## src/rtl/i2cees_pkg.sv

```systemverilog
// ----------------------------------------------------------------------------
// i2cees_pkg: shared types and codes of the I2C EEPROM transfer sequencer
// Bus action codes, result entry and result group types, helper functions.
// ----------------------------------------------------------------------------
package i2cees_pkg;

    localparam int ADDRESS_WIDTH_DEFAULT = 16;
    localparam int QUEUE_DEPTH_DEFAULT   = 4;
    localparam int GROUP_SIZE            = 4;

    // bus actions shown on the result channel
    localparam logic [3:0] A_START = 4'd0;
    localparam logic [3:0] A_SEND  = 4'd1;
    localparam logic [3:0] A_READ  = 4'd2;
    localparam logic [3:0] A_ACK   = 4'd3;
    localparam logic [3:0] A_NACK  = 4'd4;
    localparam logic [3:0] A_STOP  = 4'd5;
    localparam logic [3:0] A_DONE  = 4'd6;
    localparam logic [3:0] A_RDATA = 4'd7;
    localparam logic [3:0] A_WANT  = 4'd8;

    typedef struct packed {
        logic [3:0] action;
        logic [7:0] byte_val;
        logic       success;
    } res_entry_t;

    // results caused by one request, sent in order ent[0] .. ent[count-1]
    typedef struct packed {
        logic [2:0]                       count;
        res_entry_t [GROUP_SIZE-1:0]      ent;
    } res_group_t;

    function automatic res_entry_t mk_entry(input logic [3:0] action,
                                            input logic [7:0] byte_val,
                                            input logic       success);
        res_entry_t e;
        e.action   = action;
        e.byte_val = byte_val;
        e.success  = success;
        return e;
    endfunction

    // device byte: in one-byte address mode the high address bits ride in bits 7..1
    function automatic logic [7:0] dev_byte(input logic [7:0]  dsel,
                                            input logic [1:0]  abc,
                                            input logic [15:0] addr,
                                            input logic        rw);
        logic [7:0] b;
        b = {dsel[7:1], rw};
        if (abc != 2'd2)
        begin
            b = b | {addr[14:8], 1'b0};
        end
        return b;
    endfunction

endpackage

```

## src/rtl/i2cees_front.sv

```systemverilog
// ----------------------------------------------------------------------------
// i2cees_front: request decoder and transfer state
// Accepts commands and bus events, updates the transfer state and pushes the
// group of bus actions each request causes into the result queue.
// ----------------------------------------------------------------------------
module i2cees_front #(
    parameter int ADDRESS_WIDTH = i2cees_pkg::ADDRESS_WIDTH_DEFAULT
) (
    input  logic                   clk,
    input  logic                   rst_n,
    input  logic                   in_valid,
    output logic                   in_ready,
    input  logic [2:0]             op,
    input  logic [15:0]            start_address,
    input  logic [15:0]            byte_count,
    input  logic [7:0]             data_byte,
    input  logic                   no_ack,
    input  logic                   cfg_valid,
    output logic                   cfg_ready,
    input  logic [2:0]             cfg_index,
    input  logic [16:0]            cfg_data,
    input  logic                   queue_full,
    output logic                   push,
    output i2cees_pkg::res_group_t push_group
);

    localparam logic [2:0] OP_WRITE = 3'd0;
    localparam logic [2:0] OP_READ  = 3'd1;
    localparam logic [2:0] OP_WDATA = 3'd2;
    localparam logic [2:0] OP_ACK   = 3'd3;
    localparam logic [2:0] OP_RXB   = 3'd4;

    localparam logic [2:0] CFG_DSEL  = 3'd0;
    localparam logic [2:0] CFG_ABC   = 3'd1;
    localparam logic [2:0] CFG_PAGE  = 3'd2;
    localparam logic [2:0] CFG_MSIZE = 3'd3;
    localparam logic [2:0] CFG_POLL  = 3'd4;

    localparam logic [2:0] PH_IDLE = 3'd0;
    localparam logic [2:0] PH_DEV  = 3'd1;
    localparam logic [2:0] PH_AHI  = 3'd2;
    localparam logic [2:0] PH_ALO  = 3'd3;
    localparam logic [2:0] PH_DATA = 3'd4;
    localparam logic [2:0] PH_WACK = 3'd5;
    localparam logic [2:0] PH_RDEV = 3'd6;
    localparam logic [2:0] PH_RX   = 3'd7;

    logic [7:0]  dsel_reg;
    logic [1:0]  abc_reg;
    logic [3:0]  page_reg;
    logic [16:0] msize_reg;
    logic [9:0]  plimit_reg;

    logic [2:0]               phase_reg, phase_next;
    logic                     is_read_reg, is_read_next;
    logic [ADDRESS_WIDTH-1:0] cur_reg, cur_next;
    logic [16:0]              left_reg, left_next;
    logic [9:0]               poll_reg, poll_next;

    i2cees_pkg::res_group_t grp;
    logic                     accept;
    logic [ADDRESS_WIDTH-1:0] new_addr;
    logic [ADDRESS_WIDTH-1:0] cur_inc;
    logic [15:0]              cur16;
    logic [15:0]              cur_inc16;
    logic [15:0]              pmask;
    logic [16:0]              addr_sum;
    logic [16:0]              left_dec;
    logic [9:0]               poll_inc;

    assign in_ready   = !queue_full;
    assign cfg_ready  = 1'b1;
    assign accept     = in_valid && in_ready;
    assign push       = accept && (grp.count != 3'd0);
    assign push_group = grp;

    assign new_addr  = start_address[ADDRESS_WIDTH-1:0];
    assign cur_inc   = cur_reg + 1'b1;
    assign cur16     = 16'(cur_reg);
    assign cur_inc16 = 16'(cur_inc);
    assign pmask     = (16'd1 << page_reg) - 16'd1;
    assign addr_sum  = {1'b0, start_address} + {1'b0, byte_count};
    assign left_dec  = left_reg - 17'd1;
    assign poll_inc  = poll_reg + 10'd1;

    always_comb
    begin
        grp          = '0;
        phase_next   = phase_reg;
        is_read_next = is_read_reg;
        cur_next     = cur_reg;
        left_next    = left_reg;
        poll_next    = poll_reg;
        case (op)
            OP_WRITE, OP_READ:
            begin
                is_read_next = op[0];
                cur_next     = new_addr;
                left_next    = {1'b0, byte_count};
                poll_next    = '0;
                if (addr_sum > msize_reg)
                begin
                    grp.count  = 3'd2;
                    grp.ent[0] = i2cees_pkg::mk_entry(i2cees_pkg::A_STOP, 8'd0, 1'b0);
                    grp.ent[1] = i2cees_pkg::mk_entry(i2cees_pkg::A_DONE, 8'd0, 1'b0);
                    phase_next = PH_IDLE;
                end
                else if (op == OP_WRITE && byte_count == 16'd0)
                begin
                    grp.count  = 3'd2;
                    grp.ent[0] = i2cees_pkg::mk_entry(i2cees_pkg::A_STOP, 8'd0, 1'b0);
                    grp.ent[1] = i2cees_pkg::mk_entry(i2cees_pkg::A_DONE, 8'd0, 1'b1);
                    phase_next = PH_IDLE;
                end
                else
                begin
                    grp.count  = 3'd3;
                    grp.ent[0] = i2cees_pkg::mk_entry(i2cees_pkg::A_STOP, 8'd0, 1'b0);
                    grp.ent[1] = i2cees_pkg::mk_entry(i2cees_pkg::A_START, 8'd0, 1'b0);
                    grp.ent[2] = i2cees_pkg::mk_entry(i2cees_pkg::A_SEND,
                        i2cees_pkg::dev_byte(dsel_reg, abc_reg, 16'(new_addr), 1'b0), 1'b0);
                    phase_next = PH_DEV;
                end
            end
            OP_WDATA:
            begin
                if (phase_reg == PH_DATA)
                begin
                    grp.count  = 3'd1;
                    grp.ent[0] = i2cees_pkg::mk_entry(i2cees_pkg::A_SEND, data_byte, 1'b0);
                    phase_next = PH_WACK;
                end
            end
            OP_ACK:
            begin
                // a missing ack in the address, write ack or read device phases fails the transfer
                if (no_ack && phase_reg != PH_IDLE && phase_reg != PH_DATA
                    && phase_reg != PH_RX && phase_reg != PH_DEV)
                begin
                    grp.count  = 3'd2;
                    grp.ent[0] = i2cees_pkg::mk_entry(i2cees_pkg::A_STOP, 8'd0, 1'b0);
                    grp.ent[1] = i2cees_pkg::mk_entry(i2cees_pkg::A_DONE, 8'd0, 1'b0);
                    phase_next = PH_IDLE;
                end
                else
                begin
                    case (phase_reg)
                        PH_DEV:
                        begin
                            if (no_ack)
                            begin
                                poll_next = poll_inc;
                                if (poll_inc >= plimit_reg || poll_inc == 10'd0)
                                begin
                                    grp.count  = 3'd2;
                                    grp.ent[0] = i2cees_pkg::mk_entry(i2cees_pkg::A_STOP,
                                                                      8'd0, 1'b0);
                                    grp.ent[1] = i2cees_pkg::mk_entry(i2cees_pkg::A_DONE,
                                                                      8'd0, 1'b0);
                                    phase_next = PH_IDLE;
                                end
                                else
                                begin
                                    grp.count  = 3'd2;
                                    grp.ent[0] = i2cees_pkg::mk_entry(i2cees_pkg::A_START,
                                                                      8'd0, 1'b0);
                                    grp.ent[1] = i2cees_pkg::mk_entry(i2cees_pkg::A_SEND,
                                        i2cees_pkg::dev_byte(dsel_reg, abc_reg, cur16, 1'b0),
                                        1'b0);
                                end
                            end
                            else if (abc_reg == 2'd2)
                            begin
                                grp.count  = 3'd1;
                                grp.ent[0] = i2cees_pkg::mk_entry(i2cees_pkg::A_SEND,
                                                                  cur16[15:8], 1'b0);
                                phase_next = PH_AHI;
                            end
                            else
                            begin
                                grp.count  = 3'd1;
                                grp.ent[0] = i2cees_pkg::mk_entry(i2cees_pkg::A_SEND,
                                                                  cur16[7:0], 1'b0);
                                phase_next = PH_ALO;
                            end
                        end
                        PH_AHI:
                        begin
                            grp.count  = 3'd1;
                            grp.ent[0] = i2cees_pkg::mk_entry(i2cees_pkg::A_SEND,
                                                              cur16[7:0], 1'b0);
                            phase_next = PH_ALO;
                        end
                        PH_ALO:
                        begin
                            if (is_read_reg)
                            begin
                                // repeated start, then device byte with the read bit
                                grp.count  = 3'd2;
                                grp.ent[0] = i2cees_pkg::mk_entry(i2cees_pkg::A_START,
                                                                  8'd0, 1'b0);
                                grp.ent[1] = i2cees_pkg::mk_entry(i2cees_pkg::A_SEND,
                                    i2cees_pkg::dev_byte(dsel_reg, abc_reg, cur16, 1'b1),
                                    1'b0);
                                phase_next = PH_RDEV;
                            end
                            else
                            begin
                                grp.count  = 3'd1;
                                grp.ent[0] = i2cees_pkg::mk_entry(i2cees_pkg::A_WANT,
                                                                  8'd0, 1'b0);
                                phase_next = PH_DATA;
                            end
                        end
                        PH_WACK:
                        begin
                            cur_next  = cur_inc;
                            left_next = left_dec;
                            if (left_dec == 17'd0)
                            begin
                                grp.count  = 3'd2;
                                grp.ent[0] = i2cees_pkg::mk_entry(i2cees_pkg::A_STOP,
                                                                  8'd0, 1'b0);
                                grp.ent[1] = i2cees_pkg::mk_entry(i2cees_pkg::A_DONE,
                                                                  8'd0, 1'b1);
                                phase_next = PH_IDLE;
                            end
                            else if ((cur_inc16 & pmask) == 16'd0)
                            begin
                                // page boundary: re-address the device
                                grp.count  = 3'd3;
                                grp.ent[0] = i2cees_pkg::mk_entry(i2cees_pkg::A_STOP,
                                                                  8'd0, 1'b0);
                                grp.ent[1] = i2cees_pkg::mk_entry(i2cees_pkg::A_START,
                                                                  8'd0, 1'b0);
                                grp.ent[2] = i2cees_pkg::mk_entry(i2cees_pkg::A_SEND,
                                    i2cees_pkg::dev_byte(dsel_reg, abc_reg, cur_inc16, 1'b0),
                                    1'b0);
                                poll_next  = '0;
                                phase_next = PH_DEV;
                            end
                            else
                            begin
                                grp.count  = 3'd1;
                                grp.ent[0] = i2cees_pkg::mk_entry(i2cees_pkg::A_WANT,
                                                                  8'd0, 1'b0);
                                phase_next = PH_DATA;
                            end
                        end
                        PH_RDEV:
                        begin
                            if (left_reg == 17'd0)
                            begin
                                grp.count  = 3'd2;
                                grp.ent[0] = i2cees_pkg::mk_entry(i2cees_pkg::A_STOP,
                                                                  8'd0, 1'b0);
                                grp.ent[1] = i2cees_pkg::mk_entry(i2cees_pkg::A_DONE,
                                                                  8'd0, 1'b1);
                                phase_next = PH_IDLE;
                            end
                            else
                            begin
                                grp.count  = 3'd1;
                                grp.ent[0] = i2cees_pkg::mk_entry(i2cees_pkg::A_READ,
                                                                  8'd0, 1'b0);
                                phase_next = PH_RX;
                            end
                        end
                        default:
                        begin
                            grp.count = 3'd0;
                        end
                    endcase
                end
            end
            OP_RXB:
            begin
                if (phase_reg == PH_RX)
                begin
                    cur_next   = cur_inc;
                    left_next  = left_dec;
                    grp.ent[0] = i2cees_pkg::mk_entry(i2cees_pkg::A_RDATA, data_byte, 1'b0);
                    if (left_dec != 17'd0)
                    begin
                        grp.count  = 3'd3;
                        grp.ent[1] = i2cees_pkg::mk_entry(i2cees_pkg::A_ACK, 8'd0, 1'b0);
                        grp.ent[2] = i2cees_pkg::mk_entry(i2cees_pkg::A_READ, 8'd0, 1'b0);
                    end
                    else
                    begin
                        grp.count  = 3'd4;
                        grp.ent[1] = i2cees_pkg::mk_entry(i2cees_pkg::A_NACK, 8'd0, 1'b0);
                        grp.ent[2] = i2cees_pkg::mk_entry(i2cees_pkg::A_STOP, 8'd0, 1'b0);
                        grp.ent[3] = i2cees_pkg::mk_entry(i2cees_pkg::A_DONE, 8'd0, 1'b1);
                        phase_next = PH_IDLE;
                    end
                end
            end
            default:
            begin
                grp.count = 3'd0;
            end
        endcase
    end

    always_ff @(posedge clk or negedge rst_n)
    begin
        if (!rst_n)
        begin
            phase_reg   <= PH_IDLE;
            is_read_reg <= 1'b0;
            cur_reg     <= '0;
            left_reg    <= '0;
            poll_reg    <= '0;
        end
        else if (accept)
        begin
            phase_reg   <= phase_next;
            is_read_reg <= is_read_next;
            cur_reg     <= cur_next;
            left_reg    <= left_next;
            poll_reg    <= poll_next;
        end
    end

    always_ff @(posedge clk or negedge rst_n)
    begin
        if (!rst_n)
        begin
            dsel_reg   <= 8'd160;
            abc_reg    <= 2'd2;
            page_reg   <= 4'd6;
            msize_reg  <= 17'd32768;
            plimit_reg <= 10'd1000;
        end
        else if (cfg_valid && cfg_ready)
        begin
            case (cfg_index)
                CFG_DSEL:  dsel_reg   <= cfg_data[7:0];
                CFG_ABC:   abc_reg    <= cfg_data[1:0];
                CFG_PAGE:  page_reg   <= cfg_data[3:0];
                CFG_MSIZE: msize_reg  <= cfg_data;
                CFG_POLL:  plimit_reg <= cfg_data[9:0];
                default:
                begin
                    dsel_reg <= dsel_reg;
                end
            endcase
        end
    end

endmodule

```

## src/rtl/i2cees_fifo.sv

```systemverilog
// ----------------------------------------------------------------------------
// i2cees_fifo: result group queue
// Short flop-based queue of result groups between request decode and output.
// ----------------------------------------------------------------------------
module i2cees_fifo #(
    parameter int DEPTH = i2cees_pkg::QUEUE_DEPTH_DEFAULT
) (
    input  logic                   clk,
    input  logic                   rst_n,
    input  logic                   push,
    input  i2cees_pkg::res_group_t push_group,
    output logic                   full,
    input  logic                   pop,
    output logic                   not_empty,
    output i2cees_pkg::res_group_t head
);

    localparam int PW = (DEPTH > 1) ? $clog2(DEPTH) : 1;
    localparam int CW = $clog2(DEPTH + 1);

    i2cees_pkg::res_group_t mem_reg [DEPTH];
    logic [PW-1:0] wr_reg, wr_next;
    logic [PW-1:0] rd_reg, rd_next;
    logic [CW-1:0] cnt_reg, cnt_next;
    logic          do_push, do_pop;

    assign full      = (cnt_reg == CW'(DEPTH));
    assign not_empty = (cnt_reg != '0);
    assign head      = mem_reg[rd_reg];
    assign do_push   = push && !full;
    assign do_pop    = pop && not_empty;

    always_comb
    begin
        wr_next  = wr_reg;
        rd_next  = rd_reg;
        cnt_next = cnt_reg;
        if (do_push)
        begin
            wr_next = (wr_reg == PW'(DEPTH - 1)) ? '0 : wr_reg + 1'b1;
        end
        if (do_pop)
        begin
            rd_next = (rd_reg == PW'(DEPTH - 1)) ? '0 : rd_reg + 1'b1;
        end
        if (do_push && !do_pop)
        begin
            cnt_next = cnt_reg + 1'b1;
        end
        else if (do_pop && !do_push)
        begin
            cnt_next = cnt_reg - 1'b1;
        end
    end

    always_ff @(posedge clk or negedge rst_n)
    begin
        if (!rst_n)
        begin
            wr_reg  <= '0;
            rd_reg  <= '0;
            cnt_reg <= '0;
        end
        else
        begin
            wr_reg  <= wr_next;
            rd_reg  <= rd_next;
            cnt_reg <= cnt_next;
        end
    end

    always_ff @(posedge clk)
    begin
        if (do_push)
        begin
            mem_reg[wr_reg] <= push_group;
        end
    end

endmodule

```

## src/rtl/i2cees_back.sv

```systemverilog
// ----------------------------------------------------------------------------
// i2cees_back: result serializer
// Holds one result group and sends its entries one per cycle while out_ready is high, marking the last.
// ----------------------------------------------------------------------------
module i2cees_back (
    input  logic                   clk,
    input  logic                   rst_n,
    input  logic                   q_not_empty,
    input  i2cees_pkg::res_group_t q_head,
    output logic                   q_pop,
    output logic                   out_valid,
    input  logic                   out_ready,
    output logic [3:0]             action,
    output logic [7:0]             byte_out,
    output logic                   success,
    output logic                   last
);

    i2cees_pkg::res_group_t grp_reg;
    logic                   have_reg, have_next;
    logic [1:0]             idx_reg, idx_next;
    logic                   sent;
    i2cees_pkg::res_entry_t cur;

    assign cur       = grp_reg.ent[idx_reg];
    assign out_valid = have_reg;
    assign action    = cur.action;
    assign byte_out  = cur.byte_val;
    assign success   = cur.success;
    assign last      = ({1'b0, idx_reg} == grp_reg.count - 3'd1);
    assign sent      = have_reg && out_ready;
    // reload as soon as the held group is empty or its final entry goes out
    assign q_pop     = q_not_empty && (!have_reg || (sent && last));

    always_comb
    begin
        have_next = have_reg;
        idx_next  = idx_reg;
        if (q_pop)
        begin
            have_next = 1'b1;
            idx_next  = '0;
        end
        else if (sent)
        begin
            if (last)
            begin
                have_next = 1'b0;
                idx_next  = '0;
            end
            else
            begin
                idx_next = idx_reg + 2'd1;
            end
        end
    end

    always_ff @(posedge clk or negedge rst_n)
    begin
        if (!rst_n)
        begin
            have_reg <= 1'b0;
            idx_reg  <= '0;
        end
        else
        begin
            have_reg <= have_next;
            idx_reg  <= idx_next;
        end
    end

    always_ff @(posedge clk)
    begin
        if (q_pop)
        begin
            grp_reg <= q_head;
        end
    end

endmodule

```

## src/rtl/i2c_eeprom_transfer_sequencer.sv

```systemverilog
// ----------------------------------------------------------------------------
// i2c_eeprom_transfer_sequencer: serial EEPROM page write / random read master
// Top level: request decoder, result group queue and result serializer.
// ----------------------------------------------------------------------------
// A request (command, write byte, ack result or received byte) is taken
// whenever the result queue has a free slot; the decoder updates the
// transfer state at once, so requests may follow back to back. Each
// request yields zero to four bus actions, which leave the output channel
// one per cycle while out_ready is high, and the QUEUE_DEPTH-entry result
// queue absorbs bursts. Requests that cause no action never occupy the
// queue. Configuration writes are always taken and apply from the next
// cycle.
module i2c_eeprom_transfer_sequencer #(
    parameter int ADDRESS_WIDTH = i2cees_pkg::ADDRESS_WIDTH_DEFAULT,
    parameter int QUEUE_DEPTH   = i2cees_pkg::QUEUE_DEPTH_DEFAULT
) (
    input  logic        clk,
    input  logic        rst_n,
    input  logic        in_valid,
    output logic        in_ready,
    input  logic [2:0]  op,
    input  logic [15:0] start_address,
    input  logic [15:0] byte_count,
    input  logic [7:0]  data_byte,
    input  logic        no_ack,
    output logic        out_valid,
    input  logic        out_ready,
    output logic [3:0]  action,
    output logic [7:0]  byte_out,
    output logic        success,
    output logic        last,
    input  logic        cfg_valid,
    output logic        cfg_ready,
    input  logic [2:0]  cfg_index,
    input  logic [16:0] cfg_data
);

    i2cees_pkg::res_group_t push_group;
    i2cees_pkg::res_group_t q_head;
    logic                   push;
    logic                   q_full;
    logic                   q_pop;
    logic                   q_not_empty;

    i2cees_front #(
        .ADDRESS_WIDTH(ADDRESS_WIDTH)
    ) u_front (
        .clk          (clk),
        .rst_n        (rst_n),
        .in_valid     (in_valid),
        .in_ready     (in_ready),
        .op           (op),
        .start_address(start_address),
        .byte_count   (byte_count),
        .data_byte    (data_byte),
        .no_ack       (no_ack),
        .cfg_valid    (cfg_valid),
        .cfg_ready    (cfg_ready),
        .cfg_index    (cfg_index),
        .cfg_data     (cfg_data),
        .queue_full   (q_full),
        .push         (push),
        .push_group   (push_group)
    );

    i2cees_fifo #(
        .DEPTH(QUEUE_DEPTH)
    ) u_fifo (
        .clk       (clk),
        .rst_n     (rst_n),
        .push      (push),
        .push_group(push_group),
        .full      (q_full),
        .pop       (q_pop),
        .not_empty (q_not_empty),
        .head      (q_head)
    );

    i2cees_back u_back (
        .clk        (clk),
        .rst_n      (rst_n),
        .q_not_empty(q_not_empty),
        .q_head     (q_head),
        .q_pop      (q_pop),
        .out_valid  (out_valid),
        .out_ready  (out_ready),
        .action     (action),
        .byte_out   (byte_out),
        .success    (success),
        .last       (last)
    );

endmodule

```

## config.mk

```make
export PLATFORM = sky130hd
export DESIGN_NAME = i2c_eeprom_transfer_sequencer
export DESIGN_NICKNAME = d
export VERILOG_FILES = /design/src/rtl/i2cees_pkg.sv /design/src/rtl/i2cees_front.sv /design/src/rtl/i2cees_fifo.sv /design/src/rtl/i2cees_back.sv /design/src/rtl/i2c_eeprom_transfer_sequencer.sv
export SDC_FILE = /design/constraint.sdc
export NUM_CORES = 1
export LEC_CHECK = 0
export CAP_MARGIN = 20
export CORE_UTILIZATION = 50
export DETAILED_ROUTE_END_ITERATION = 10
export DONT_BUFFER_PORTS = 1
export PLACE_DENSITY = 0.62
export RECOVER_POWER = 50
export SYNTH_ARGS = -nofsm -noshare
export SYNTH_HDL_FRONTEND = slang
export SYNTH_HIERARCHICAL = 1
export SYNTH_SLANG_ARGS = --single-unit
```

## constraint.sdc

```tcl
create_clock -name clk -period 16.1 [get_ports clk]
set_input_delay 1.61 -clock clk [delete_from_list [all_inputs] [get_ports clk]]
set_output_delay 1.61 -clock clk [all_outputs]
set_load 0.02 [all_outputs]
```

== Yosys cells after proc, flatten, opt, wreduce, memory -nomap -nowiden ==
Memory sizes are Yosys's and may differ from the RTL's. A register that Yosys moved wholly into a read port is not among the register bits.
Cells that the tools add are included.
Storage, ports and cells
  input port bits: 69
  memories kept: 1
  flip-flop bits (word level): 98
  RAM bits: 220
  output and inout bits: 17
Operators by class
  $add $sub $neg: 11
  bitwise logic cells: 5
  magnitude comparators: 3
  reduce and logical (&&, ||, !) cells: 48
  equal/unequal tests: 35
  muxes and demuxes: 87
  shift-type cells: 1
Memory list
  u_fifo.mem_reg: words 4, bits a word 55, read ports 1, clocked after Yosys merged registers in 1, wr ports 1, line i2cees_fifo.sv:21  | i2cees_pkg::res_group_t mem_reg [DEPTH];
Operators with widths (number)
  13-bit 2-to-1 mux: 9
  13-bit one-hot mux with 4 select lines: 2
  26-bit 2-to-1 mux: 3
  26-bit one-hot mux with 3 select lines: 1
  25-bit 2-to-1 mux: 3
  10-bit 2-to-1 mux: 7
  13-bit one-hot mux with 5 select lines: 1
  55-bit 2-to-1 mux: 1
  17-bit 2-to-1 mux: 3
  17-bit one-hot mux with 3 select lines: 1
  12-bit 2-to-1 mux: 4
  16-bit 2-to-1 mux: 3
  16-bit one-hot mux with 3 select lines: 1
  3-bit 2-to-1 mux: 15
  10-bit one-hot mux with 2 select lines: 2
  17-bit zero test: 2
  16-bit zero test: 2
  8-bit 2-to-1 mux: 4
  8-bit OR: 4
  3-bit one-hot mux with 5 select lines: 2
  13-bit binary-select mux with 2-bit select: 1
  3-bit one-hot mux with 4 select lines: 2
  23-bit 2-to-1 mux: 1
  2-bit 2-to-1 mux: 11
  40 further kinds: 105

== Depth between registers and ports, before layout ==
Gate-level depths: netlist (run 1).
  depth after elaboration: 16
  depth in mapped cells: 26
  mapped depth without buffers: 26

== By module ==
Netlist (run 1), hierarchy kept.
Modules (own cells, without submodules)
  i2cees_fifo: area each 8369.3 µm², cells each 324, times used 1
  i2cees_front: area each 7713.6 µm², cells each 966, times used 1
  i2cees_back: area each 2217.1 µm², cells each 94, times used 1

== Worst setup path before layout (run 1) ==
OpenSTA, ideal clock, no wires.
  path kind: input -> register
  start: in start_address[0]
  end: mem u_fifo/mem_reg[3][0] (netlist bit) (enable)
  setup slack: 8.320 ns
  data required time: 15.632 ns
  stages: 21
  data arrival time: 7.312 ns
  cell sequence: ha_1 fa_1 a21oi_1 o211ai_1 a31oi_1 nor2b_1 o21ai_0 a21oi_1 a31oi_1 o21ai_0 ha_1 nand4_1 nor4_1 nand4_1 a21oi_1 nor2_1 o21ai_0 nor2_1 a31oi_1 nand2_1 nor2_1
Between the ends
  longest elaborated chain between the ends: 9
RTL lines
  start: declaration: line i2c_eeprom_transfer_sequencer.sv:22  | input logic [15:0] start_address,
  16-bit by 16-bit adder with 17-bit output: line i2cees_front.sv:82  | assign addr_sum = {1'b0, start_address} + {1'b0, byte_count};
  17-bit > comparator: line i2cees_front.sv:101  | if (addr_sum > msize_reg)
  3-bit 2-to-1 mux: line i2cees_front.sv:101
  3-bit one-hot mux with 4 select lines: line i2cees_front.sv:94  | case (op)
  3-bit nonzero test: line i2cees_front.sv:74  | assign push = accept && (grp.count != 3'd0);
  1-bit logical AND: line i2cees_front.sv:74
  net push: line i2c_eeprom_transfer_sequencer.sv:40  | logic push;
  1-bit logical AND: line i2cees_fifo.sv:30  | assign do_push = push && !full;
  1-bit 2-to-1 mux: line i2cees_fifo.sv:74  | if (do_push)
  1-bit 2-to-1 mux (not written as such): line i2cees_fifo.sv:76  | mem_reg[wr_reg] <= push_group;
  end: declaration: line i2cees_fifo.sv:21
The timed path passes the listed nets, and every way through them passes these cells.

== Worst setup path after layout (run 1) ==
  start: in start_address[0]
  end: mem u_fifo/mem_reg[0][15] (netlist bit) (enable)
Between the ends
  longest elaborated chain between the ends: 9
RTL lines
  16-bit by 16-bit adder with 17-bit output: line i2cees_front.sv:82
  17-bit > comparator: line i2cees_front.sv:101
  3-bit 2-to-1 mux: line i2cees_front.sv:101
  3-bit one-hot mux with 4 select lines: line i2cees_front.sv:94
  3-bit nonzero test: line i2cees_front.sv:74
  1-bit logical AND: line i2cees_front.sv:74
  net push: line i2c_eeprom_transfer_sequencer.sv:40
  1-bit logical AND: line i2cees_fifo.sv:30
  net u_fifo.do_push: line i2cees_fifo.sv:25  | logic do_push, do_pop;
  1-bit 2-to-1 mux: line i2cees_fifo.sv:74
  1-bit 2-to-1 mux (not written as such): line i2cees_fifo.sv:76
The timed path passes the listed nets, and every way through them passes these cells.

==> PnR_summary.wiki, run 1 <==
{| class="wikitable"
! Metric !! Value
|-
| Total setup violations reported at the end of the flow || 0
|-
| Hold path startpoint || u_fifo/cnt_reg[2]
|-
| Data arrival time of the critical path || 6.74 ns
|-
| Distinct cells, synth || 100
|-
| Hold/Removal Path Class || reg2reg
|-
| FP Rows || 69
|-
| CTS tree || built
|-
| PostCTS Resize Cnt || 0
|-
| Nets@finish || 1499
|-
| Buffers from clock root to sink, at most || 3
|-
| First-pass GRT wire length || roughly 65 mm
|-
| Die area || ~37000 um^2
|-
| Largest net degree at the start of global routing || between 90 and 100
|-
| Slack of the worst reg-to-reg path || 10.59 ns
|-
| Most used standard cells in the synthesized netlist || edfxtp_1, nand2_1, o21ai_0
|-
| Global route overflow || 0
|-
| Maximum clock rate || roughly 150 MHz
|-
| Violations in the final reports || DRC, capacitance limit, slew limit
|-
| Critical path startpoint || start_address[0]
|-
| Die height || just under 200 um
|-
| Sinks on the clock net || between 300 and 400
|-
| Top cells by area in the synthesized netlist || edfxtp_1, dfrtp_1, mux4_2, ha_1, o21ai_0
|-
| Insertion delay of the later-clocked pin in the worst-skew pair || about 0.54 ns
|-
| Path type of the worst setup path || in2reg
|-
| GRT Util Overall || 22.6%
|-
| 1st-iter DRT viols || 967
|-
| Cts bufs inserted || 39
|-
| Setup_tns || 0 ns
|-
| Outcome || finished, violations left
|-
| Filler Cells Inserted || around 2900
|-
| Number of DRC violations after detailed routing || 1
|-
| # diodes || 0
|-
| # H-tree levels || 2
|-
| Layout Area Growth over Synthesis || 8.37%
|-
| Share of final-layout standard cells stronger than drive strength 1 || 15.3%
|-
| Drt pass-1 iters || 8
|-
| Highest fanout seen on the critical path || 55
|-
| Weighted congestion at the end of routability-driven global placement || 0.879
|-
| Number of flops mapped to enable cells by yosys || 275
|-
| Cell type contributing the most total cell area after synthesis || edfxtp_1
|-
| Total power || between 3 and 4 mW
|-
| Sequential fraction of the synthesis area || around three fifths
|-
| Startpoint kind of the worst setup timing path || primary input
|-
| Slew @ Worst Pin || about 3.5 ns
|-
| Area share of the largest cell type after synthesis || 45.1%
|-
| Hold Path Depth || 1
|-
| Port Buffer Count || 0
|-
| Initial core utilization || approximately half
|-
| Flip-flop cell with the highest count after synthesis || edfxtp_1
|-
| Total of flip-flops plus latches after synthesis || 372
|-
| Non-filler cells, final || between 1500 and 2000
|-
| Setup Skew || 0.0275 ns
|-
| Routed Wire Length || ~40 mm
|-
| Top Ports || between 80 and 90
|-
| Detailed-route wire length per cell || between 20 and 25 um
|-
| Hold Buf Count CTS || 0
|-
| Fin. Hold Viols || 0
|-
| Flip-flop count of the largest register after layout || 220
|-
| Clock Pin Slew Worst Setup and Hold Paths || ~0.060 ns
|-
| Critical R2R Capture || u_fifo/cnt_reg[1]
|-
| Most common cell in the synthesized netlist || edfxtp_1
|-
| Endpoint type of the worst setup path || flip-flop
|-
| Slew headroom || -135%
|-
| Core Box Area || about 36000 um^2
|-
| CP required || 16.25 ns
|-
| Reported max-cap violation count || 3
|-
| Mean area per synthesized cell || around 13 um^2
|-
| Via count of the first global-routing pass || 11170
|-
| HPWL reported at the end of detailed placement || between 20 and 30 mm
|-
| Leakage power summed over all cells || approximately 7.0 nW
|-
| Cells after synthesis || between 1000 and 1500
|-
| Total number of vias || around 11000
|-
| Placed Cells || between 1500 and 2000
|-
| Shortest clock period the worst path allows after layout || 6.59 ns
|-
| Multi-input gate area || 7000 um^2
|-
| Final Slew Violations || approximately 140
|-
| Antenna violations before repair || 0
|-
| Cells on worst reg2reg path || 9
|-
| Area of the mapped netlist || 18300 um^2
|-
| Combined flip-flop and latch cell area || 10700 um^2
|-
| Post-CTS setup buffers || 0
|-
| Number of synthesis warnings || 6
|-
| Terminating pin of the worst hold path || u_fifo/cnt_reg[2]
|-
| Startpoint of the worst register-to-register path || u_back/idx_reg[1]
|-
| RSZ-0062 raised after global routing || no
|-
| Max VDD drop || roughly 0.095 mV
|-
| Clock root buffer master || clkbuf_16
|-
| Async set or reset register ratio after synthesis || 26.1%
|-
| Die W || 193 um
|-
| Post-route fraction of the period consumed by the critical path || between 40 and 50%
|-
| Antenna Nets Post-Route || 0
|-
| Average via count per standard cell || approximately 6.0
|-
| Power density over the cells || around 160 nW/um^2
|}
## critical path: stages
cell,delay [ns]
ha_1,0.22
fa_1,0.42
a21oi_1,0.25
o211ai_1,0.14
a31oi_1,0.26
nor2b_1,0.07
o21ai_0,0.22
a21oi_1,0.14
a31oi_1,0.27
o21ai_0,0.14
ha_1,0.33
nand4_1,0.15
nor4_1,0.29
nand4_1,0.15
a21oi_1,0.21
nor2_1,0.11
o21ai_0,0.21
nor2_1,0.10
a31oi_1,0.22
nor2b_1,0.36
and2_2,0.21
buf_4,0.63
## cells by family (layout without fill, tap and decap cells)
group                    count (synthesis)  count (layout)  share of synthesized area (%)
AO/OA/AOI/OAI                          295             295                           10.5
other                                    2              16                         0.0410
AND/OR/NAND/NOR                        385             385                           10.8
XOR/XNOR                                33              33                           1.58
flip-flops                             372             372                           58.5
buffers and inverters                  131             136                           3.58
multiplexers                           108             108                           11.0
adder cells (fa/ha/maj)                 58              58                           4.05
## cell usage in the layout (no fill, tap or decap), drive strengths merged, types with 6 or more instances in the layout
master	n
ha	56
a21o	8
nand3	29
nor2b	9
o211ai	13
conb	16
xnor2	20
mux2	38
nand2	103
and2	12
clkinv	11
dfrtp	85
nor3b	6
and3	8
or2	10
nor4	16
clkbuf	64
a21oi	69
nor2	98
inv	48
a31oi	9
nor3	27
o31ai	7
edfxtp	275
a22oi	17
o22ai	9
buf	10
dfstp	12
o21ai	96
mux4	68
nand4	15
or3	12
a22o	9
a221o	7
nand2b	17
xor2	13
## worst max path at each step
stage | end | slack (ns)
after CTS | u_fifo/mem_reg[0][45] | 9.56
after global placement | u_fifo/mem_reg[0][45] | 9.09
after global routing | u_fifo/mem_reg[0][15] | 8.91
final | u_fifo/mem_reg[0][15] | 9.51
after detailed placement | u_fifo/mem_reg[0][45] | 9.00
after floorplan | u_fifo/mem_reg[3][0] | 8.32
## metal layers
metal	wire, um	vias to the layer above	share of wire, %	global-route usage [%]
li1	-	5261	-	-
met1	17800	5510	43	31.8
met2	19200	344	47	35.7
met3	3040	73	7.4	5.09
met4	980	0	2.4	5.81
met5	0	-	0	0
## power by group
part | total (mW) | internal (mW) | switching (mW)
clock | 0.874 | 0.509 | 0.365
combinational | 0.884 | 0.403 | 0.480
sequential | 1.43 | 1.26 | 0.178
## through the flow
step | instance area (um^2) | worst slack (ns) | util, % | hold slack [ns]
after floorplan | 18400 | 8.32 | - | 0.454
after global placement | 18600 | 9.09 | 51.9 | 0.471
after detailed placement | 18600 | 9.00 | 52.0 | 0.487
after CTS | 19900 | 9.56 | 55.5 | 0.496
after global routing | 19800 | 8.91 | 55.4 | 0.518
final | 19800 | 9.51 | 55.4 | 0.498
## layout make-up
type | instances | area share (%)
inverter | 48 | 0.909
sequential | 372 | 54.0
clock inverter | 14 | 0.795
tap | 461 | 2.91
clock buffer | 58 | 5.54
timing repair buffer | 16 | 0.593
multi-input combinational | 895 | 35.3
Note: power is estimated with default switching activity, not from simulation.
==> inputs of run 2 (changes only) <==
- PLACE_DENSITY: 0.62 -> 0.65
- clock period: 16.1 -> 5.96 ns (I/O delays scaled with it)
==> run 2 against run 1 <==
The flow still finishes with violations (DRC, capacitance limit, slew limit). Register-to-register slack got worse by 9.5 ns. Hold slack got worse by 0.35 ns. First-iteration DRC count increased by 8.6%. Sequential share of layout area decreased by 0.60 points. Largest cell class unchanged. Combinational power increased to 2.7 times the previous value. Clock power increased to 2.8 times the previous value. Critical endpoint is now u_fifo/cnt_reg[2]. Global-route usage about the same. Largest power group unchanged. Non-clock buffer count increased by 8. Utilization increased by 0.62 points.
==> PnR_summary.wiki, run 2 (synthesized netlist as in run 1, its figures left out) <==
{| class="wikitable"
! Metric !! Value
|-
| Outcome || finished, violations left
|-
| Violations in the final reports || DRC, capacitance limit, slew limit
|-
| Setup_tns || 0 ns
|-
| Critical path startpoint || start_address[0]
|-
| Share of final-layout standard cells stronger than drive strength 1 || between 10% and 20%
|-
| Layout Area Growth over Synthesis || 9.58%
|-
| Global route overflow || 0
|-
| Drt pass-1 iters || 10
|-
| Antenna violations before repair || 0
|-
| Critical R2R Capture || u_fifo/cnt_reg[2]
|-
| Total setup violations reported at the end of the flow || 0
|-
| Routed Wire Length || around 42 mm
|-
| Highest Signal Layer || met4
|-
| Die height || slightly below 200 um
|-
| Fin. Hold Viols || 0
|-
| Worst setup slack after layout || between 0.5 and 0.6 ns
|-
| # diodes || 0
|-
| Nets@finish || approximately 1500
|-
| Final Slew Violations || 212
|-
| Sinks on the clock net || between 300 and 400
|-
| FP Rows || 69
|-
| Average via count per standard cell || around 6.0
|-
| Total power || a little under 9 mW
|-
| First-pass GRT wire length || between 60 and 70 mm
|-
| Largest net degree at the start of global routing || between 90 and 100
|-
| Hold Buf Count CTS || 2
|-
| Clock Pin Slew Worst Setup and Hold Paths || ~0.06 ns
|-
| CP required || ~6.5 ns
|-
| Hold/Removal Path Class || in2reg
|-
| Insertion delay of the later-clocked pin in the worst-skew pair || between 0.5 and 0.6 ns
|-
| Total number of vias || approximately 11000
|-
| Placed Area || ~19000 um^2
|-
| Top Ports || 86
|-
| Highest fanout seen on the critical path || 3
|-
| Post-CTS setup buffers || 0
|-
| Antenna Nets Post-Route || 0
|-
| Endpoint type of the worst setup path || flip-flop
|-
| HPWL reported at the end of detailed placement || 28.5 mm
|-
| Startpoint of the worst register-to-register path || u_front/page_reg[2]
|-
| Detailed-route wire length per cell || between 20 and 25 um
|-
| Post-layout util || between 50% and 60%
|-
| GRT Util Overall || between 20% and 30%
|-
| Crit path capture || u_fifo/cnt_reg[2]
|-
| Core Box Area || approximately 36000 um^2
|-
| Clock root buffer master || clkbuf_16
|-
| Most frequent standard cell in the layout excluding fill and tap cells || edfxtp_1
|-
| Non-filler cells, final || about 1900
|-
| Power density over the cells || roughly 440 nW/um^2
|-
| Weighted congestion at the end of routability-driven global placement || ~0.9
|-
| # H-tree levels || 2
|-
| Cells on worst reg2reg path || 18
|-
| Max VDD drop || approximately 0.28 mV
|-
| Via count of the first global-routing pass || between 10000 and 15000
|-
| CTS tree || built
|-
| Dpl ws || about 0.022 ns
|-
| Die W || 193 um
|-
| Path type of the worst setup path || in2reg
|-
| Flip-flop count of the largest register after layout || 220
|-
| Slack of the worst reg-to-reg path || 1.13 ns
|-
| Min Hold Slack || 0.146 ns
|-
| Post-route fraction of the period consumed by the critical path || between 90% and 100%
|-
| Slew @ Worst Pin || around 3.1 ns
|-
| Detail Route met3 WL || about 2.5 mm
|-
| Die area || 37400 um^2
|-
| PostCTS Resize Cnt || 0
|-
| Data arrival time of the critical path || between 5 and 6 ns
|-
| Maximum clock rate || around 190 MHz
|-
| Finished layout cell area || 20100 um^2
|-
| Startpoint kind of the worst setup timing path || primary input
|-
| Shortest clock period the worst path allows after layout || approximately 5.4 ns
|-
| Buffers from clock root to sink, at most || 3
|-
| RSZ-0062 raised after global routing || no
|-
| Placed Cells || ~1800
|-
| Leakage power summed over all cells || 7.11 nW
|-
| Slew headroom || -109%
|-
| Most frequent cells in the layout || edfxtp_1, nand2_1, o21ai_0
|-
| Port Buffer Count || 0
|-
| Wire length the detailed router placed on met1 || about 18 mm
|-
| Met2 WL || approximately 20 mm
|-
| Initial core utilization || about half
|-
| 1st-iter DRT viols || 1050
|-
| Number of DRC violations after detailed routing || 1
|-
| Reported max-cap violation count || 3
|-
| Cts bufs inserted || 40
|-
| Setup Skew || about 0.028 ns
|}
## run 2: cell types whose count changed in the layout (fill, tap and decap cells not counted), sizes merged
| cell | previous run | this run |
|---|---|---|
| buf | 10 | 15 |
| clkinv | 11 | 16 |
| dlygate4sd3 | 0 | 1 |
| clkbuf | 64 | 60 |
| bufinv | 2 | 4 |
## run 2: power by group
part | switching [mW] | internal [mW]
Combinational | 1.24 | 1.10
Sequential | 0.581 | 3.39
Clock | 1.03 | 1.46
Total | 2.85 | 5.95
## run 2: layout make-up
| class | instances | area [um^2] |
|---|---|---|
| Sequential cell | 372 | 10700 |
| Inverter | 48 | 180 |
| Clock buffer | 52 | 1070 |
| Tap cell | 461 | 577 |
| Fill cell | 2932 | 15800 |
| Timing Repair Buffer | 24 | 269 |
| Multi-Input combinational cell | 895 | 7000 |
| Clock inverter | 21 | 254 |
## run 2: routing by layer
| layer | global-route usage [%] | vias to the layer above |
|---|---|---|
| met5 | 0 | - |
| met4 | 6.34 | 0 |
| met3 | 4.38 | 76 |
| met2 | 36.8 | 329 |
| met1 | 31.2 | 5639 |
| li1 | - | 5278 |
## run 2: worst min path at each step
stage / slack (ns) / from / end / depth (start not counted)
2_1_floorplan: 0.30 / rst_n / u_back/idx_reg[0] / 0
3_3_place_gp: 0.30 / rst_n / u_front/plimit_reg[4] / 0
3_5_place_dp: 0.30 / rst_n / u_front/plimit_reg[1] / 0
4_1_cts: 0.13 / cfg_data[5] / u_front/plimit_reg[5] / 2
5_1_grt: 0.16 / cfg_data[9] / u_front/plimit_reg[9] / 2
6_report: 0.15 / cfg_data[5] / u_front/plimit_reg[5] / 2
## run 2: worst max-delay path, cell delays in order
cell and delay [ns]:
ha_1 0.22, fa_1 0.41, a21oi_1 0.28, o211ai_1 0.16, a31oi_1 0.27, nor2b_1 0.07, o21ai_0 0.21, a21oi_1 0.13
a31oi_1 0.26, o21ai_0 0.14, ha_1 0.33, nand4_1 0.16, nor4_1 0.32, nand4_1 0.17, a21oi_1 0.21, nor2_1 0.14
o21ai_0 0.20, nor2_1 0.09, a31oi_1 0.22, nor2b_1 0.22, ha_1 0.20, inv_1 0.06, fa_1 0.38, xor2_1 0.18
nor2_1 0.11, xor2_1 0.15
==> inputs of run 3 (changes only) <==
- RECOVER_POWER: 50 -> not set
==> run 3 against run 2 <==
The run ends with DRC left. Maximum frequency grew 0.17%. Cell count is the same. Count of clock-buffer cells in the layout is the same. First-iteration DRC count shrank 4.0%. Design area grew 0.58%. Total power shrank 0.17%. Register-to-register slack gained 0.16 ns. Critical path type unchanged. Critical endpoint unchanged.
==> PnR_summary.wiki, run 3 (synthesized netlist as in run 1, its figures left out) <==
{| class="wikitable"
! Metric !! Value
|-
| Clock share of power || 28.3%
|-
| Startpoint of the worst register-to-register path || u_front/page_reg[2]
|-
| Insertion delay of the later-clocked pin in the worst-skew pair || between 0.5 and 0.6 ns
|-
| Most frequent standard cell in the layout excluding fill and tap cells || edfxtp_1
|-
| Max VDD drop || about 0.28 mV
|-
| Internal Dissipation || about 5.9 mW
|-
| Clock root buffer master || clkbuf_16
|-
| Drt pass-1 iters || 10
|-
| Routed Wire Length || ~42 mm
|-
| Critical Path Max Stage Delay || 0.41 ns
|-
| Post-route fraction of the period consumed by the critical path || about nine tenths
|-
| Total setup violations reported at the end of the flow || 0
|-
| Average via count per standard cell || around 6.1
|-
| Path type of the worst setup path || in2reg
|-
| Die W || 193 um
|-
| Buffers from clock root to sink, at most || 3
|-
| Clock Pin Slew Worst Setup and Hold Paths || around 0.060 ns
|-
| Die area || about 37000 um^2
|-
| Fraction of power spent switching nets || 32.6%
|-
| Sinks on the clock net || 372
|-
| Largest net degree at the start of global routing || 98
|-
| Slew headroom || a little over a fifth
|-
| Setup Skew || between 0.02 and 0.03 ns
|-
| Data arrival time of the critical path || between 5 and 6 ns
|-
| 1st-iter DRT viols || between 1000 and 1500
|-
| Total number of vias || about 11000
|-
| Slew @ Worst Pin || about 1.2 ns
|-
| Post-CTS setup buffers || 0
|-
| Initial core utilization || between 50% and 60%
|-
| Outcome || finished, violations left
|-
| Hold/Removal Path Class || in2reg
|-
| Number of DRC violations after detailed routing || 1
|-
| Most frequent cells in the layout || edfxtp_1, nand2_1, o21ai_0
|-
| Shortest clock period the worst path allows after layout || 5.39 ns
|-
| Multi-input gate area || 7030 um^2
|-
| # diodes || 0
|-
| Global route overflow || 0
|-
| Master of the slowest instance on the critical path || fa_1
|-
| Reported max-cap violation count || 0
|-
| Net switching power || roughly 2.9 mW
|-
| Flip-flop count of the largest register after layout || 220
|-
| Fin. Hold Viols || 0
|-
| PostCTS Resize Cnt || 0
|-
| Final Slew Violations || 0
|-
| Core Box Area || between 30000 and 40000 um^2
|-
| Via count of the first global-routing pass || 11298
|-
| Cts bufs inserted || 40
|-
| Setup_tns || 0 ns
|-
| FP Rows || 69
|-
| Critical path startpoint || start_address[0]
|-
| Total power || 8.79 mW
|-
| # H-tree levels || 2
|-
| RSZ-0062 raised after global routing || no
|-
| Die height || between 150 and 200 um
|-
| HPWL reported at the end of detailed placement || ~29 mm
|-
| CTS tree || built
|-
| Hold path startpoint || cfg_data[5]
|-
| Startpoint kind of the worst setup timing path || primary input
|-
| Antenna violations before repair || 0
|-
| GRT Util Overall || between 20% and 30%
|-
| Top Ports || between 80 and 90
|-
| Non-filler cells, final || ~1900
|-
| Violations in the final reports || DRC
|-
| Share of final-layout standard cells stronger than drive strength 1 || between 15 and 20%
|-
| Filler Cells Inserted || about 2900
|-
| Port Buffer Count || 0
|-
| Top cell family by delay on the critical path || compound AO/OA/AOI/OAI gates
|-
| Combined flip-flop and latch cell area || 10700 um^2
|-
| Power density over the cells || 436 nW/um^2
|-
| First-pass GRT wire length || approximately 65 mm
|-
| Endpoint type of the worst setup path || flip-flop
|-
| Maximum clock rate || about 190 MHz
|-
| Weighted congestion at the end of routability-driven global placement || between 0.8 and 0.9
|-
| Nets@finish || 1508
|-
| Logic pwr share || a little over a quarter
|-
| CP required || approximately 6.5 ns
|-
| Layout Area Growth over Synthesis || 10.2%
|-
| Placed Cells || 1794
|-
| Highest fanout seen on the critical path || 3
|-
| CP Buf/Inv Count || 1
|-
| Leakage power summed over all cells || 7.18 nW
|-
| Hold Buf Count CTS || 2
|-
| Proportion of power drawn by flip-flops and latches || 45.1%
|-
| Antenna Nets Post-Route || 0
|-
| Detailed-route wire length per cell || 22.3 um
|}
==> run 3: worst paths after layout <==
| check | endpoint | slack, ns | depth (start not counted) |
|---|---|---|---|
| min reg2reg | u_fifo/cnt_reg[2] | 0.50 | 1 |
| min in group asynchronous | u_front/poll_reg[2] | 0.63 | 2 |
| max reg2reg | u_fifo/cnt_reg[2] | 1.29 | 18 |
| max in group asynchronous | u_fifo/rd_reg[0] | 4.85 | 2 |
| min | u_front/plimit_reg[5] | 0.15 | 2 |
| max | u_fifo/cnt_reg[2] | 0.57 | 26 |
==> run 3: cell type report <==
type | count | share of cell area, %
tap | 461 | 2.86
clock buffer | 52 | 5.32
inverter | 48 | 0.893
clock inverter | 21 | 1.26
multi-input combinational | 895 | 34.9
timing repair buffer | 24 | 1.71
sequential | 372 | 53.1
==> run 3: routing by layer <==
| metal | global-route usage (%) | wire length, um | up-vias |
|---|---|---|---|
| li1 | - | - | 5276 |
| met1 | 31.2 | 18300 | 5677 |
| met2 | 36.8 | 19900 | 334 |
| met3 | 4.38 | 2550 | 72 |
| met4 | 6.34 | 1010 | 0 |
| met5 | 0 | 0 | - |
==> run 3: power by group through the flow <==
| stage | sequential (mW) | clock [mW] | combinational (mW) |
|---|---|---|---|
| after floorplan | 3.64 | 0 | 2.10 |
| after global placement | 4.00 | 0 | 2.26 |
| after detailed placement | 4.01 | 0 | 2.31 |
| after CTS | 3.96 | 2.55 | 2.33 |
| after global routing | 4.04 | 2.65 | 2.56 |
| final | 3.96 | 2.49 | 2.34 |
==> run 3: per-stage QoR <==
step	setup WS [ns]	hold WS (ns)	util, %	area [um^2]
3_5_place_dp	0.0221	0.302	52.2	18700
6_report	0.574	0.146	56.3	20200
4_1_cts	0.626	0.126	56.1	20100
3_3_place_gp	0.306	0.303	52.2	18700
5_1_grt	0.0579	0.156	56.3	20200
2_1_floorplan	0.120	0.300	-	18400
